--- src/rtl/kthsj_pkg.sv ---
`timescale 1ns / 1ps
package kthsj_pkg;

	// fixed field widths
	localparam int NODE_W  = 10;
	localparam int STEPS_W = 30;
	localparam int COUNT_W = 11;

	localparam logic [COUNT_W-1:0] COUNT_RESET = 11'd1024;

	// parameter defaults
	localparam int NODE_BITS_DEF = 10;
	localparam int LEVELS_DEF    = 30;

	// action codes
	localparam logic ACT_LOAD  = 1'b0;
	localparam logic ACT_QUERY = 1'b1;

	typedef enum logic [2:0] {
		ST_IDLE,
		ST_RB_A,
		ST_RB_B,
		ST_RB_C,
		ST_CHECK,
		ST_WALK,
		ST_DONE
	} state_t;

	typedef struct packed {
		logic load_wr;      // write level 0 from the input request
		logic capture;      // latch query node and steps
		logic rb_init;      // start rebuild at level 1, node 0
		logic rb_rd_a;      // read lower level at v
		logic rb_rd_b;      // read lower level at mid
		logic rb_write;     // write level at v, advance
		logic clear_stale;
		logic walk_init;
		logic walk_step;
		logic walk_finish;
		logic res_load;
	} cmd_t;

	typedef struct packed {
		logic stale;
		logic rb_empty;     // nothing to rebuild
		logic v_last;
		logic lvl_last;
		logic walk_done;
		logic bad;
		logic out_free;
	} status_t;

endpackage

--- src/rtl/kthsj_ctrl.sv ---
`timescale 1ns / 1ps
module kthsj_ctrl
	import kthsj_pkg::*;
(
	input  logic    clk,
	input  logic    arst_n,
	input  logic    in_valid,
	input  logic    action,
	output logic    in_stall,
	input  status_t sts,
	output cmd_t    cmd
);

	state_t state_q;
	state_t state_d;

	always_ff @(posedge clk or negedge arst_n) begin
		if (!arst_n) begin
			state_q <= ST_IDLE;
		end else begin
			state_q <= state_d;
		end
	end

	always_comb begin
		state_d = state_q;
		case (state_q)
			ST_IDLE: begin
				if (in_valid && action == ACT_QUERY) begin
					state_d = (sts.stale && !sts.rb_empty) ? ST_RB_A : ST_CHECK;
				end
			end
			ST_RB_A: state_d = ST_RB_B;
			ST_RB_B: state_d = ST_RB_C;
			ST_RB_C: state_d = (sts.v_last && sts.lvl_last) ? ST_CHECK : ST_RB_A;
			ST_CHECK: state_d = sts.bad ? ST_DONE : ST_WALK;
			ST_WALK: begin
				if (sts.walk_done) begin
					state_d = ST_DONE;
				end
			end
			ST_DONE: begin
				if (sts.out_free) begin
					state_d = ST_IDLE;
				end
			end
			default: state_d = ST_IDLE;
		endcase
	end

	always_comb begin
		cmd = '0;
		case (state_q)
			ST_IDLE: begin
				if (in_valid) begin
					if (action == ACT_LOAD) begin
						cmd.load_wr = 1'b1;
					end else begin
						cmd.capture = 1'b1;
						if (sts.stale) begin
							if (sts.rb_empty) begin
								cmd.clear_stale = 1'b1;
							end else begin
								cmd.rb_init = 1'b1;
							end
						end
					end
				end
			end
			ST_RB_A: cmd.rb_rd_a = 1'b1;
			ST_RB_B: cmd.rb_rd_b = 1'b1;
			ST_RB_C: begin
				cmd.rb_write    = 1'b1;
				cmd.clear_stale = sts.v_last && sts.lvl_last;
			end
			ST_CHECK: cmd.walk_init = 1'b1;
			ST_WALK: begin
				if (sts.walk_done) begin
					cmd.walk_finish = 1'b1;
				end else begin
					cmd.walk_step = 1'b1;
				end
			end
			ST_DONE: cmd.res_load = sts.out_free;
			default: cmd = '0;
		endcase
	end

	assign in_stall = (state_q != ST_IDLE);

	// walks only ever see a rebuilt table
	a_walk_fresh: assert property (@(posedge clk) disable iff (!arst_n)
		(state_q == ST_WALK || state_q == ST_CHECK) |-> !sts.stale)
		else $error("walk on stale table");

	a_res_free: assert property (@(posedge clk) disable iff (!arst_n)
		cmd.res_load |-> sts.out_free)
		else $error("result overwrites pending output");

	a_rb_order: assert property (@(posedge clk) disable iff (!arst_n)
		(state_q == ST_RB_C) |-> ($past(state_q) == ST_RB_B))
		else $error("rebuild write without mid read");

endmodule

--- config.mk ---
export PLATFORM = sky130hd
export DESIGN_NAME = kthsj_ctrl
export DESIGN_NICKNAME = d
export VERILOG_FILES = /design/src/rtl/kthsj_pkg.sv /design/src/rtl/kthsj_ctrl.sv
export SDC_FILE = /design/constraint.sdc
export NUM_CORES = 1
export LEC_CHECK = 0
export ABC_CLOCK_PERIOD_IN_PS = 3200
export BUFFER_PORTS_ARGS = -buffer_cell sky130_fd_sc_hd__buf_2
export CAP_MARGIN = 20
export CORE_AREA = 2 2 39 41
export DETAILED_ROUTE_END_ITERATION = 10
export DIE_AREA = 0 0 41 43
export PLACE_DENSITY = 0.67
export SYNTH_ARGS = -nofsm -noshare
export SYNTH_HDL_FRONTEND = slang
export SYNTH_SLANG_ARGS = --single-unit
--- constraint.sdc ---
create_clock -name clk -period 3.2 [get_ports clk]
set_input_delay 0.8 -clock clk [delete_from_list [all_inputs] [get_ports clk]]
set_output_delay 0.8 -clock clk [all_outputs]
set_load 0.02 [all_outputs]
# After elaboration in Yosys (flattened, before gate mapping)
# Index checks and enable logic that the tools add are counted.
# classes
addsub	0
multipliers	0
n_div	0
order_cmp	0
n_eq_ne	9
n_shift	0
n_mux	26
bitwise_logic	0
n_reduce_logical	7
# op_table
operator	count
$mux 3	7
$pmux 3 s7	1
$mux 1	14
$eq 3x3->1 const B	3
$eq 3x2->1 const B	2
$mux 2	3
$ne 2x2->1 const B	3
$eq 3x1->1 const B	1
$logic_and 1x1->1	3
$logic_not 3->1	1
$reduce_and 3->1	1
$reduce_bool 3->1	1
$pmux 1 s2	1
$logic_not 1->1	1
# totals
reg_bits	3
latchBits	0
mem_bits_rw	0
romBits	0
in_bits	11
out_inout_bits	12
elab_cells	43
memories	0

# Depth between registers and ports, before layout
# logic_depth
depth_word	5
ltp_mapped	4

# Worst setup path before layout
# Ideal clock, no wire load.
# synth_timing
path_kind	register to output
from	reg state_q[2]
to	out cmd[10] in the netlist's numbering
arrival_time_ns	1.427
t_required_ns	2.400
setup_slack_ns	0.973
stages_incl_launch_ff	5
n_path_buf	1
cell_sequence	dfrtp_1 buf_6 nor3_4 inv_1 nor3b_1
# synth_lines
element	line_no	source
start: declaration	kthsj_ctrl.sv:14	state_t state_q;
start signal: assignment	kthsj_ctrl.sv:21	state_q <= state_d;
end: declaration	kthsj_ctrl.sv:11	output cmd_t cmd

==> impl_metrics.tcl <==
set metrics [dict create \
    dpl-instance-area_um2 455.4 \
    rows 14 \
    nFillCells 147 \
    grt_pass1_vias 375 \
    top_regs "state_q: 3 flops" \
    finClkSkew_ps 0.6484 \
    synth-xor-area-share 0 \
    cts-htree-levels 1 \
    ys_ff_latch 3 \
    cp_max_fo 11 \
    start_util 0.2595 \
    gr-total-overflow 0 \
    avgSynthCellArea_um2 8.351 \
    yosys_warnings 0 \
    period_share 0.7179 \
    die_area_um2 1763 \
    first_pass_iters 2 \
    globalplace.congestion 0.7629 \
    cts-root-buf "clkbuf_4" \
    grt_max_degree 16 \
    netlist_instances 43 \
    io_buffer_count 22 \
    final_nets 78 \
    yosys.area_share.simple 0.4495 \
    ir_drop_uv 273.0 \
    largest_register_ffs 3 \
    die_h_um 43 \
    cap_violations 0 \
    wire_per_inst_um 9.988 \
    antenna_found_initial 0 \
    period_minus_slack_ps 2297 \
    regMostFlops "state_q" \
    ys_types 23 \
    cts_buffers 3 \
    endpoint_kind "primary output" \
    ctsHoldBuffers 0 \
    synthMuxAreaShare 0 \
    slew_viol_final 0 \
    cts_sinks 3 \
    power_density_nw_per_um2 880.4 \
    worstPathArrival_ps 1500 \
    cts_setup_buffers 0 \
    drt_wl_total_um 819 \
    p_total_mw 0.4241 \
    synth_top_family_by_area "simple AND/OR/NAND/NOR gates" \
    via_per_inst 4.768 \
    syn_to_final_growth_pct 34.15 \
    cp_cell_sequence "nor3_4, nand3_1, o21ai_1, buf_2" \
    hold_viol_final 0 \
    p_leak_nw 0.2442 \
    status "completed" \
    synth_compound_area_frac 0.2160 \
    final_area_um2 481.7 \
    cp-start-kind "flip-flop" \
    place_ws_ps 1002 \
    clk_latency_ps 230 \
    slowest_delay_ps 530 \
    max_freq_mhz 435.3 \
    cts_tree "done" \
    timing.final.ws_setup_ps 902.7 \
    cpMaxStageDelayCell "dfrtp_1" \
    insertedDiodeCount 0 \
    cts_resized 0 \
    io_pins 23 \
    multi_input_area_um2 239.0 \
    grtUsageTotal 0.1190 \
    path_clk_slew_ps 30 \
    setup_viol_count_final 0 \
    setup_tns_ps 0 \
    critPathKind "reg -> out" \
    syn_area_um2 359.1 \
    antenna_left 0 \
    register_area_um2 75.07 \
    syn-num-nets 54 \
    holdCritPathClass "in -> async" \
    slew_headroom 0.6673 \
    rsz0062_at_grt "no" \
    drc 0 \
    synth_fa_ha_area_frac 0 \
    first_iter_violations 5 \
    vias 391 \
    core_um2 1384 \
    cp.required_ps 2400 \
    grt_pass1_wl_um 1455 \
    ys_seq_area_frac 0.2091 \
    ctsLongestPathBuffers 2 \
    worstMarginPinSlew_ps 499.1 \
    die_x_um 41 \
    drive_gt1_frac 0.4848 \
]
[path summary, 6_finish.rpt]
path	startpoint	to	slack (ps)	depth (start not counted)
worst min register to register	state_q[1]	state_q[1]	790	1
worst max-delay path	state_q[2]	cmd[4]	900	4
min in group clk	state_q[1]	state_q[1]	790	1
worst max register to register	state_q[0]	state_q[0]	1900	3
worst min-delay path	arst_n	state_q[1]	360	1
max in group asynchronous	arst_n	state_q[0]	2740	1
[through the flow]
stage / utilization / hold slack [ps] / cells
final: 0.3481 / 360.1 / 82
after global routing: 0.3481 / 365.6 / 82
after CTS: 0.3481 / 355.5 / 82
after detailed placement: 0.3291 / 596.0 / 78
after global placement: 0.3291 / 594.9 / 78
after floorplan: - / 504.4 / 43
[layout make-up]
type                            instances  share of cell area
Timing Repair Buffer                   22              0.2286
Tap cell                               16             0.04156
Multi-Input combinational cell         34              0.4961
Inverter                                3             0.02338
Sequential cell                         3              0.1558
Clock buffer                            4             0.05455
[cell usage after synthesis]
library cell | count | area, µm²
and3b_2 | 1 | 10.01
o21ai_2 | 1 | 8.760
nand3_1 | 2 | 10.01
a41oi_1 | 1 | 8.760
or3_1 | 2 | 12.51
nor3b_1 | 2 | 15.01
and4bb_4 | 1 | 16.27
nand2b_4 | 1 | 13.76
nor3_4 | 1 | 16.27
nor3b_2 | 1 | 12.51
a211oi_1 | 2 | 15.01
nor2b_1 | 2 | 12.51
a2111o_1 | 1 | 11.26
buf_6 | 3 | 33.78
nor2_1 | 3 | 11.26
a21oi_2 | 1 | 8.760
nand2_1 | 7 | 26.28
a31oi_1 | 1 | 6.260
inv_1 | 3 | 11.26
a221oi_1 | 1 | 8.760
dfrtp_1 | 3 | 75.07
nor3_1 | 1 | 5.000
o21ai_1 | 2 | 10.01
[report_power, final]
part           internal [mW]  total, mW  switching, mW
registers             0.0564      0.128         0.0714
logic                  0.108      0.232          0.125
clock network         0.0466     0.0638         0.0172
total                  0.211      0.424          0.213
[kinds of logic after synthesis]
| logic type | count (synthesis) |
|---|---|
| buffers and inverters | 6 |
| AND/OR/NAND/NOR | 24 |
| flip-flops | 3 |
| AO/OA/AOI/OAI | 10 |
[critical path, delay by kind of cell, from the launching register on]
family | cells | cell delay (ps)
flops | 1 | 530
simple gates | 2 | 430
compound gates | 1 | 140
buf+inv | 1 | 170
[per-layer routing]
metal	global-route usage	routed length [µm]	vias to the layer above
met5	0	0	-
met4	0.06000	0	0
met3	0.03665	35	0
met2	0.1750	445	7
met1	0.1498	338	179
li1	-	-	205
[placed cells by master, fill, tap and decap left out, drive strengths merged]
master	Yosys	layout
inv	3	3
a41oi	1	1
nand2	7	7
nor3	2	2
a21oi	1	1
buf	3	22
and3b	1	1
nor3b	3	3
a211oi	2	2
nor2	3	3
nand3	2	2
o21ai	3	3
and4bb	1	1
clkbuf	0	4
a2111o	1	1
nor2b	2	2
a31oi	1	1
a221oi	1	1
dfrtp	3	3
or3	2	2
nand2b	1	1
No activity file was read; power rests on OpenSTA's default activity.
